[src/rtl/tre_pkg.sv]
// ----------------------------------------------------------------------------
// tre_pkg
// Types and constants for the tagged record extractor.
// ----------------------------------------------------------------------------
package tre_pkg;

    localparam int COUNT_BITS = 16;
    localparam int MAX_TAG    = 8;
    localparam int TAG_LEN_W  = 4;
    localparam int POS_W      = 3;
    localparam int APB_ADDR_W = 4;
    localparam int APB_DATA_W = 64;

    localparam logic [63:0]          TAG_CHARS_RST  = 64'd4919433040666772818;
    localparam logic [TAG_LEN_W-1:0] TAG_LENGTH_RST = TAG_LEN_W'(MAX_TAG);

    // register index, taken from paddr[3]
    localparam logic REG_TAG_CHARS  = 1'b0;
    localparam logic REG_TAG_LENGTH = 1'b1;

    localparam logic [7:0] CH_ZERO  = 8'h30;
    localparam logic [7:0] CH_NINE  = 8'h39;
    localparam logic [7:0] CH_SPACE = 8'h20;
    localparam logic [7:0] CH_TAB   = 8'h09;
    localparam logic [7:0] CH_COLON = 8'h3A;

    typedef enum logic [2:0] {
        PH_TAG    = 3'd0,
        PH_BLANKS = 3'd1,
        PH_DIGITS = 3'd2,
        PH_COLON  = 3'd3,
        PH_AFTER  = 3'd4,
        PH_DATA   = 3'd5
    } phase_t;

    typedef struct packed {
        logic       emit;
        logic [7:0] data_byte;
        logic       record_end;
    } tre_result_t;

endpackage

[src/rtl/tre_parser.sv]
// ----------------------------------------------------------------------------
// tre_parser
// Record parse state and the per-byte step: tag match, count, data pass-out.
// ----------------------------------------------------------------------------
module tre_parser
    import tre_pkg::*;
(
    input  logic                 aclk,
    input  logic                 aresetn,
    input  logic                 step_en,
    input  logic [7:0]           in_byte,
    input  logic                 new_file,
    input  logic [63:0]          tag_chars,
    input  logic [TAG_LEN_W-1:0] tag_length,
    output tre_result_t          result
);

    phase_t                  phase_reg, phase_next;
    logic [POS_W-1:0]        tag_pos_reg, tag_pos_next;
    logic [COUNT_BITS-1:0]   count_reg, count_next;

    phase_t                  ph_w;
    logic [POS_W-1:0]        pos_w;
    logic [COUNT_BITS-1:0]   cnt_w;
    logic [7:0]              want;
    logic [TAG_LEN_W-1:0]    eff_len;
    logic                    tag_hit;
    logic                    tag_done;
    logic                    is_blank;
    logic                    is_digit;
    logic [COUNT_BITS+3:0]   cnt_x10;
    logic [COUNT_BITS+3:0]   cnt_acc;
    logic [COUNT_BITS-1:0]   cnt_sat;
    logic [COUNT_BITS-1:0]   cnt_dec;
    logic [3:0]              digit;

    // new_file clears the parse before this byte is looked at
    assign ph_w  = new_file ? PH_TAG : phase_reg;
    assign pos_w = new_file ? '0 : tag_pos_reg;
    assign cnt_w = new_file ? '0 : count_reg;

    assign want = tag_chars[{pos_w, 3'b000} +: 8];

    always_comb begin
        if (tag_length == '0) begin
            eff_len = TAG_LEN_W'(1);
        end else if (tag_length > TAG_LEN_W'(MAX_TAG)) begin
            eff_len = TAG_LEN_W'(MAX_TAG);
        end else begin
            eff_len = tag_length;
        end
    end

    assign tag_hit  = (in_byte == want);
    assign tag_done = ({1'b0, pos_w} + TAG_LEN_W'(1)) >= eff_len;
    assign is_blank = (in_byte == CH_SPACE) || (in_byte == CH_TAB);
    assign is_digit = (in_byte >= CH_ZERO) && (in_byte <= CH_NINE);
    assign digit    = 4'(in_byte - CH_ZERO);

    // count * 10 + digit, clipped to all ones
    assign cnt_x10 = {1'b0, cnt_w, 3'b000} + {3'b000, cnt_w, 1'b0};
    assign cnt_acc = cnt_x10 + (COUNT_BITS+4)'(digit);
    assign cnt_sat = (cnt_acc[COUNT_BITS+3:COUNT_BITS] != '0) ? '1 : cnt_acc[COUNT_BITS-1:0];
    assign cnt_dec = (cnt_w != '0) ? cnt_w - COUNT_BITS'(1) : cnt_w;

    // next phase
    always_comb begin
        phase_next = ph_w;
        unique case (ph_w)
            PH_TAG: begin
                if (tag_hit && tag_done) phase_next = PH_BLANKS;
            end
            PH_BLANKS: begin
                if (!is_blank) phase_next = is_digit ? PH_DIGITS : PH_TAG;
            end
            PH_DIGITS: begin
                if (!is_digit) phase_next = is_blank ? PH_COLON : PH_TAG;
            end
            PH_COLON: begin
                if (in_byte == CH_COLON) phase_next = PH_AFTER;
            end
            PH_AFTER: begin
                phase_next = (is_blank && cnt_w != '0) ? PH_DATA : PH_TAG;
            end
            PH_DATA: begin
                if (cnt_dec == '0) phase_next = PH_TAG;
            end
            default: phase_next = PH_TAG;
        endcase
    end

    // tag position, count and result
    always_comb begin
        tag_pos_next = pos_w;
        count_next   = cnt_w;
        result       = '{emit: 1'b0, data_byte: in_byte, record_end: 1'b0};
        unique case (ph_w)
            PH_TAG: begin
                if (tag_hit && !tag_done) begin
                    tag_pos_next = pos_w + POS_W'(1);
                end else begin
                    tag_pos_next = '0;
                end
            end
            PH_BLANKS: begin
                if (!is_blank && is_digit) count_next = COUNT_BITS'(digit);
            end
            PH_DIGITS: begin
                if (is_digit) count_next = cnt_sat;
            end
            PH_COLON, PH_AFTER: begin
                count_next = cnt_w;
            end
            PH_DATA: begin
                count_next        = cnt_dec;
                result.emit       = 1'b1;
                result.record_end = (cnt_dec == '0);
            end
            default: begin
                tag_pos_next = '0;
                count_next   = '0;
            end
        endcase
    end

    always_ff @(posedge aclk) begin
        if (!aresetn) begin
            phase_reg   <= PH_TAG;
            tag_pos_reg <= '0;
            count_reg   <= '0;
        end else if (step_en) begin
            phase_reg   <= phase_next;
            tag_pos_reg <= tag_pos_next;
            count_reg   <= count_next;
        end
    end

endmodule

[src/rtl/tagged_record_extractor_top.sv]
// ----------------------------------------------------------------------------
// tagged_record_extractor_top
// Pulls the data bytes of tagged, counted records out of a byte stream.
// ----------------------------------------------------------------------------
// channel   dir  handshake                payload
// s_axis    in   s_axis_tvalid/tready     tdata = in_byte, tuser = new_file
// m_axis    out  m_axis_tvalid/tready     tdata = data_byte, tlast = record_end
// apb       in   psel/penable/pready      paddr 0 tag_chars, 8 tag_length
//
// One byte per cycle sustained while m_axis is not stalled; a byte is latched in
// the input register, then stepped through the parser into the output register.
// Only the parse state loop (phase, tag position, count) sets the rate.
// A stalled m_axis holds the output register and a full input register, and
// drops s_axis_tready. Synchronous reset, no clearing pass.
// ----------------------------------------------------------------------------
module tagged_record_extractor_top
    import tre_pkg::*;
(
    input  logic                  aclk,
    input  logic                  aresetn,

    input  logic                  s_axis_tvalid,
    output logic                  s_axis_tready,
    input  logic [7:0]            s_axis_tdata,   // [7:0] in_byte
    input  logic                  s_axis_tuser,   // [0] new_file

    output logic                  m_axis_tvalid,
    input  logic                  m_axis_tready,
    output logic [7:0]            m_axis_tdata,   // [7:0] data_byte
    output logic                  m_axis_tlast,

    input  logic                  psel,
    input  logic                  penable,
    input  logic                  pwrite,
    input  logic [APB_ADDR_W-1:0] paddr,
    input  logic [APB_DATA_W-1:0] pwdata,
    output logic [APB_DATA_W-1:0] prdata,
    output logic                  pready
);

    logic                  in_valid_reg;
    logic [7:0]            in_byte_reg;
    logic                  in_new_reg;
    logic                  out_valid_reg, out_valid_next;
    logic [7:0]            out_data_reg;
    logic                  out_last_reg;
    logic [63:0]           tag_chars_reg;
    logic [TAG_LEN_W-1:0]  tag_length_reg;

    logic                  advance;
    logic                  step_en;
    logic                  cfg_wr;
    logic                  reg_sel;
    tre_result_t           result;

    assign advance       = !out_valid_reg || m_axis_tready;
    assign step_en       = in_valid_reg && advance;
    assign s_axis_tready = !in_valid_reg || advance;

    assign pready  = 1'b1;
    assign reg_sel = paddr[3];
    assign cfg_wr  = psel && penable && pwrite && pready;

    always_comb begin
        unique case (reg_sel)
            REG_TAG_CHARS:  prdata = tag_chars_reg;
            REG_TAG_LENGTH: prdata = APB_DATA_W'(tag_length_reg);
            default:        prdata = '0;
        endcase
    end

    always_ff @(posedge aclk) begin
        if (!aresetn) begin
            tag_chars_reg  <= TAG_CHARS_RST;
            tag_length_reg <= TAG_LENGTH_RST;
        end else if (cfg_wr) begin
            if (reg_sel == REG_TAG_CHARS) tag_chars_reg <= pwdata;
            if (reg_sel == REG_TAG_LENGTH) tag_length_reg <= pwdata[TAG_LEN_W-1:0];
        end
    end

    // input register
    always_ff @(posedge aclk) begin
        if (!aresetn) begin
            in_valid_reg <= 1'b0;
        end else if (s_axis_tready) begin
            in_valid_reg <= s_axis_tvalid;
        end
    end

    always_ff @(posedge aclk) begin
        if (s_axis_tvalid && s_axis_tready) begin
            in_byte_reg <= s_axis_tdata;
            in_new_reg  <= s_axis_tuser;
        end
    end

    tre_parser u_parser (
        .aclk       (aclk),
        .aresetn    (aresetn),
        .step_en    (step_en),
        .in_byte    (in_byte_reg),
        .new_file   (in_new_reg),
        .tag_chars  (tag_chars_reg),
        .tag_length (tag_length_reg),
        .result     (result)
    );

    // output register; a byte that yields nothing leaves it empty
    always_comb begin
        out_valid_next = out_valid_reg;
        if (advance) out_valid_next = step_en && result.emit;
    end

    always_ff @(posedge aclk) begin
        if (!aresetn) begin
            out_valid_reg <= 1'b0;
        end else begin
            out_valid_reg <= out_valid_next;
        end
    end

    always_ff @(posedge aclk) begin
        if (step_en && result.emit) begin
            out_data_reg <= result.data_byte;
            out_last_reg <= result.record_end;
        end
    end

    assign m_axis_tvalid = out_valid_reg;
    assign m_axis_tdata  = out_data_reg;
    assign m_axis_tlast  = out_last_reg;

endmodule

[config.mk]
export PLATFORM = sky130hd
export DESIGN_NAME = tagged_record_extractor_top
export DESIGN_NICKNAME = d
export VERILOG_FILES = /design/src/rtl/tre_pkg.sv /design/src/rtl/tre_parser.sv /design/src/rtl/tagged_record_extractor_top.sv
export SDC_FILE = /design/constraint.sdc
export NUM_CORES = 1
export LEC_CHECK = 0
export ABC_AREA = 1
export BUFFER_PORTS_ARGS = -buffer_cell sky130_fd_sc_hd__buf_2
export CORE_MARGIN = 3
export CORE_UTILIZATION = 45
export DETAILED_ROUTE_END_ITERATION = 8
export PLACE_DENSITY = 0.67
export SYNTH_ARGS = -nofsm -noshare
export SYNTH_HDL_FRONTEND = slang
export SYNTH_SLANG_ARGS = --single-unit
[constraint.sdc]
create_clock -name aclk -period 4.43 [get_ports aclk]
set_clock_uncertainty 0.2 [all_clocks]
set_input_delay 0.2215 -clock aclk [delete_from_list [all_inputs] [get_ports aclk]]
set_output_delay 0.2215 -clock aclk [all_outputs]
set_load 0.02 [all_outputs]
**After elaboration in Yosys (flattened, before gate mapping)**

Index checks and enable logic that the tools add are counted.
Widths: inputs -> output; s select.

- Register bits after elaboration: 110
- Bits of input ports: 84
- Output and inout port bits: 76
- Word-level logic and storage cells: 81

- $add $sub $neg: 6
- $lt $le $gt $ge: 4
- Equality and inequality tests: 9
- Shifts and indexed selects: 1
- Multiplexer cells: 23
- Bitwise operators: 1
- Reductions and logical operators: 26

Operators by type and width:

| cell | count |
|---|---|
| $pmux 64 s2 | 1 |
| $mux 16 | 5 |
| $pmux 16 s4 | 1 |
| $shiftx 64x7->8 | 1 |
| $mux 3 | 9 |
| $add 19x17->20 | 1 |
| $add 20x4->20 | 1 |
| $pmux 3 s6 | 1 |
| $eq 8x6->1 const B | 2 |
| $logic_not 16->1 | 1 |
| $reduce_bool 16->1 | 1 |
| $sub 16x1->16 const B | 1 |
| $logic_and 1x1->1 | 10 |
| $eq 8x4->1 const B | 1 |
| $eq 8x8->1 | 1 |
| $ge 8x6->1 const B | 1 |
| $le 8x6->1 const B | 1 |
| $mux 4 | 2 |
| $eq 3x2->1 const B | 2 |
| $eq 3x3->1 const B | 2 |
| $pmux 3 s2 | 1 |
| $reduce_or 5->1 | 1 |
| $add 3x1->4 const B | 1 |
| $ge 4x4->1 | 1 |
| 14 further kinds | 21 |

**Longest topological paths before layout**

- Depth after elaboration: 8
- Gate-level depth with buffers: 24

**Cells and area by module**

From an unflattened synthesis, not the netlist that was laid out.

- Cells, all modules: 1383
- Area, all modules: 8261.7 um2

By module, submodules not included:

| module | times used | cells an instance | area an instance (um2) | sequential area each (um2) |
|---|---|---|---|---|
| tre_parser | 1 | 818 | 4352.9 | 440.4 |
| tagged_record_extractor_top | 1 | 565 | 3908.7 | 1941.9 |

**Worst setup path before layout**

OpenSTA, ideal clock, no wires.

- Path type: register to register
- Start point: register in_new_reg
- End point: register u_parser.count_reg[11]
- Library setup time: 0.132 ns
- Arrival time: 3.060 ns
- Required time: 4.098 ns
- Setup slack: 1.038 ns
- Cell stages (with the launch flop): 24
- Cell sequence: edfxtp_1 -> buf_6 -> inv_6 -> buf_6 -> nand2_2 -> xor2_1 -> inv_1 -> ha_1 -> inv_1 -> fa_1 -> nand3b_1 -> nand2_1 -> a21oi_1 -> nor2_1 -> nand2_1 -> nand3_1 -> nand2_1 -> nor2_2 -> buf_2 -> nand3_1 -> nand2_1 -> nand2_1 -> nand2_1 -> a21oi_1

- Word-level cells in the longest chain between the ends: 7

Ends and longest elaborated chain:

| element | RTL line | text |
|---|---|---|
| start: declaration | tagged_record_extractor_top.sv:43 | `logic in_new_reg;` |
| start signal: assignment | tagged_record_extractor_top.sv:94 | `in_new_reg <= s_axis_tuser;` |
| $mux 16 | tre_parser.sv:40 | `assign cnt_w = new_file ? '0 : count_reg;` |
| $add 19x17->20 | tre_parser.sv:61 | `assign cnt_x10 = {1'b0, cnt_w, 3'b000} + {3'b000, cnt_w, 1'b0};` |
| $add 20x4->20 | tre_parser.sv:62 | `assign cnt_acc = cnt_x10 + (COUNT_BITS+4)'(digit);` |
| $reduce_bool 4->1 | tre_parser.sv:63 | `assign cnt_sat = (cnt_acc[COUNT_BITS+3:COUNT_BITS] != '0) ? '1 : cnt_acc[COUNT_BITS-1:0];` |
| $mux 16 | tre_parser.sv:63 |  |
| $mux 16 | tre_parser.sv:109 | `if (is_digit) count_next = cnt_sat;` |
| $pmux 16 s4 * | tre_parser.sv:97 | `unique case (ph_w)` |
| end signal: assignment | tre_parser.sv:134 | `count_reg <= count_next;` |
| end: declaration | tre_parser.sv:20 | `logic [COUNT_BITS-1:0] count_reg, count_next;` |

Mark *: on every way between the ends. The rest lies on a longest branch, timed or not.
A chain may end at the register's enable or synchronous reset.

**Worst setup path in the final report**

- Start point: register in_new_reg
- End point: register u_parser.count_reg[12]

The elaborated chain is that of the path after synthesis.

==> implementation parameters <==
Parameter                              Value

Finish
  Count of non-filler cells in the finished layout ... roughly 1,600
  Area added between synthesis and finish ... 24.9%
  Antenna Diode Count ... 0
  Layout cells sized above 1 ... between 15 and 20%
  Finished layout cell area ... 0.00967 sq mm
  Most common cell after layout, fill and taps aside ... nand2_1
  Net count, final ... 1,537
  Top library cells by usage in the layout, fill and taps aside ... nand2_1 (290), buf_2 (155), inv_1 (144), a21oi_1 (135), nor2_1 (134)
  Final core utilization ... 57.9%
  Number of filler cells placed in the layout ... 1,661
  Flip-flop count of the largest register, all copies and words added ... 64

CTS
  # Post-CTS Setup Buffers ... 0
  Clock tree from TritonCTS ... done
  CTS Hold Buffers Added ... 76
  Num CTS Buffers ... 9
  Clk root buf ... clkbuf_16
  Number of resized instances in the post-cts repair step ... 0
  Skew-Pair Late Insertion Delay ... 0.36 ns
  Number of buffers between clock root and the deepest sink ... 2
  Maximum level of the CTS H-tree ... 3
  Clock slew at reported path FFs ... around 0.08 ns
  TritonCTS Sinks ... 110

Worst setup path
  Element type at the critical path start ... register
  Data required, critical path ... around 4.5 ns
  Largest driver fanout on the critical path ... 28
  Type of destination of the critical path ... register
  Worst Setup Path Type ... reg -> reg
  Signal arrival time at the worst endpoint ... 3.90 ns

Synthesis
  Synthesized flop and latch total ... 110
  Synth warn ... 0
  Post-Synthesis Net Count ... between 1,000 and 1,500
  Fraction of registers with async set or reset after synthesis ... 0%
  Post-synth cell types ... 44
  Area of the mapped netlist ... 0.00774 sq mm
  Top flip-flop cell by instance count after synthesis ... dfxtp_1
  Post-Syn Instances ... 1,217
  Mean instance size in the synthesized netlist ... around 6.4 sq um
  Sequential fraction of the synthesis area ... 30.8%
  EDFF count, synth ... 18

Timing
  Worst rel slew slack ... 26.5%
  Setup-failing EPs final ... 0
  Total Neg Setup Slack ... 0 ns
  Fmax ... 259 MHz
  Number of failing hold endpoints at the final stage ... 0
  Fin crit period ... 3.86 ns
  Tightest Pin Transition ... roughly 1.1 ns
  Final critical-path share of the clock period ... 87.2%
  Hold slack final ... 0.220 ns
  Final slew viol count ... 0
  Post-route worst setup slack ... between 0.5 and 0.6 ns
  RSZ-0062 raised after global routing ... false

Global route
  Number of global-route vias before repair ... ~8,000
  GR Overflow Total ... 0
  First-pass GRT wire length ... 39,500 um
  Largest net degree at the start of global routing ... 79
  Number of antenna violations at the first check in global routing ... 0
  Overall fraction of global-route tracks in use ... 26.4%

Routing
  Starting DRT DRC Count ... 573
  Number of design rule violations left after detail routing ... 0
  Total vias in the final route ... 8,532
  Number of nets still failing antenna checks after routing ... 0
  Detail-routed via count per cell ... 5.20
  WL final ... 24,600 um
  Routed wire per std cell ... 15.0 um
  First-pass iteration count of the detailed router ... 7

Die
  Y dimension of the die ... around 140 um
  Die area ... 0.0188 sq mm
  Top-level port count ... 160
  Area inside the core boundary ... around 0.017 sq mm
  Initial cell density of the core ... 46.4%
  Horizontal extent of the die ... 137 um
  Core Rows ... 47

Pwr
  Power density over the cells ... 234 mW/mm^2
  Final Total Pwr ... 2.26 mW
  Maximum ir drop on the vdd rail ... 197 uV
  Static Leakage ... about 5 nW

Placed design
  Instance area at placement ... approximately 0.0086 sq mm
  Total of buffers placed on input and output ports ... 155
  HPWL reported at the end of detailed placement ... around 17,000 um
  Total instance count after detailed placement ... ~1,500
  Final RePlAce weighted congestion ... between 0.9 and 1
  Pre-CTS setup slack ... 0.607 ns

Worst hold path
  Hold crit path type ... in -> reg

Outcome
  Status ... finished clean

Run
  Max_cap viols ... 0
-- worst paths after layout --
kind	end	from	slack, ns	cells past startpoint
setup / recovery	u_parser.count_reg[12]$_SDFFE_PN0P_	in_new_reg$_DFFE_PP_	0.57	20
hold / removal	tag_chars_reg[1]$_SDFFE_PN1P_	aresetn	0.22	2
setup reg to reg	u_parser.count_reg[12]$_SDFFE_PN0P_	in_new_reg$_DFFE_PP_	0.57	20
hold reg to reg	tag_chars_reg[25]$_SDFFE_PN0P_	tag_chars_reg[25]$_SDFFE_PN0P_	0.27	2
-- where the power goes --
group	switching (mW)	internal [mW]
logic	0.179	0.131
clock network	0.411	0.472
registers	0.0261	1.04
-- synth_stat cells (6+ instances only) --
cell type  number  area (sq um)
ha_1           37           463
buf_6           8          90.1
o21ai_0       101           505
buf_1           6          22.5
dfxtp_1        92          1840
nor2_2          9          56.3
inv_1         145           544
nand3_1       122           611
nand2_2         9          56.3
nor3_1          7          35.0
buf_2           7          35.0
clkbuf_1       31           116
nor2_1        135           507
nand2_1       290          1090
edfxtp_1       18           541
xor2_1          7          61.3
a21oi_1       135           676
o22ai_1         8          50.1
-- metal layers --
metal	vias to the layer above	GRT usage, %	part of all wire (%)
li1	4356	-	-
met3	52	3.51	5.0
met1	3861	35.0	46
met4	0	9.70	2.9
met2	263	43.9	46
met5	-	0	0
-- cell type report --
cell class	count	area, sq um	area share [%]
multi-input cells	900	4490	46.4
flip-flops and latches	110	2380	24.6
repair buffers	244	1630	16.9
inverters	150	568	5.87
clock buffers	12	289	2.99
well taps	220	275	2.85
clock inverters	4	32.5	0.336
-- worst max-delay path: stages (launching register included) --
cell	delay, ns
edfxtp_1	0.48
inv_6	0.26
nand2_2	0.18
xor2_1	0.16
inv_1	0.06
ha_1	0.30
inv_1	0.06
fa_1	0.45
nand3b_1	0.17
nand2_1	0.12
nand2_1	0.06
nand3_1	0.13
nand3_1	0.11
nand3_1	0.08
nand2_1	0.08
nor2_4	0.40
nand3_1	0.16
nand2_1	0.09
nand2_1	0.05
nand2_1	0.05
a21oi_1	0.08
-- cells by family after synthesis --
| logic type | after synthesis | synth area share (%) |
|---|---|---|
| adders and majority gates | 38 | 6.24 |
| xor gates and xnor gates | 8 | 0.905 |
| and+or+nand+nor | 587 | 32.5 |
| DFF | 110 | 30.8 |
| other | 1 | 0.0484 |
| AOI/OAI and AO/OA | 266 | 18.2 |
| buffers and inverters | 207 | 11.4 |
Note: power is estimated with default switching activity, not from simulation.
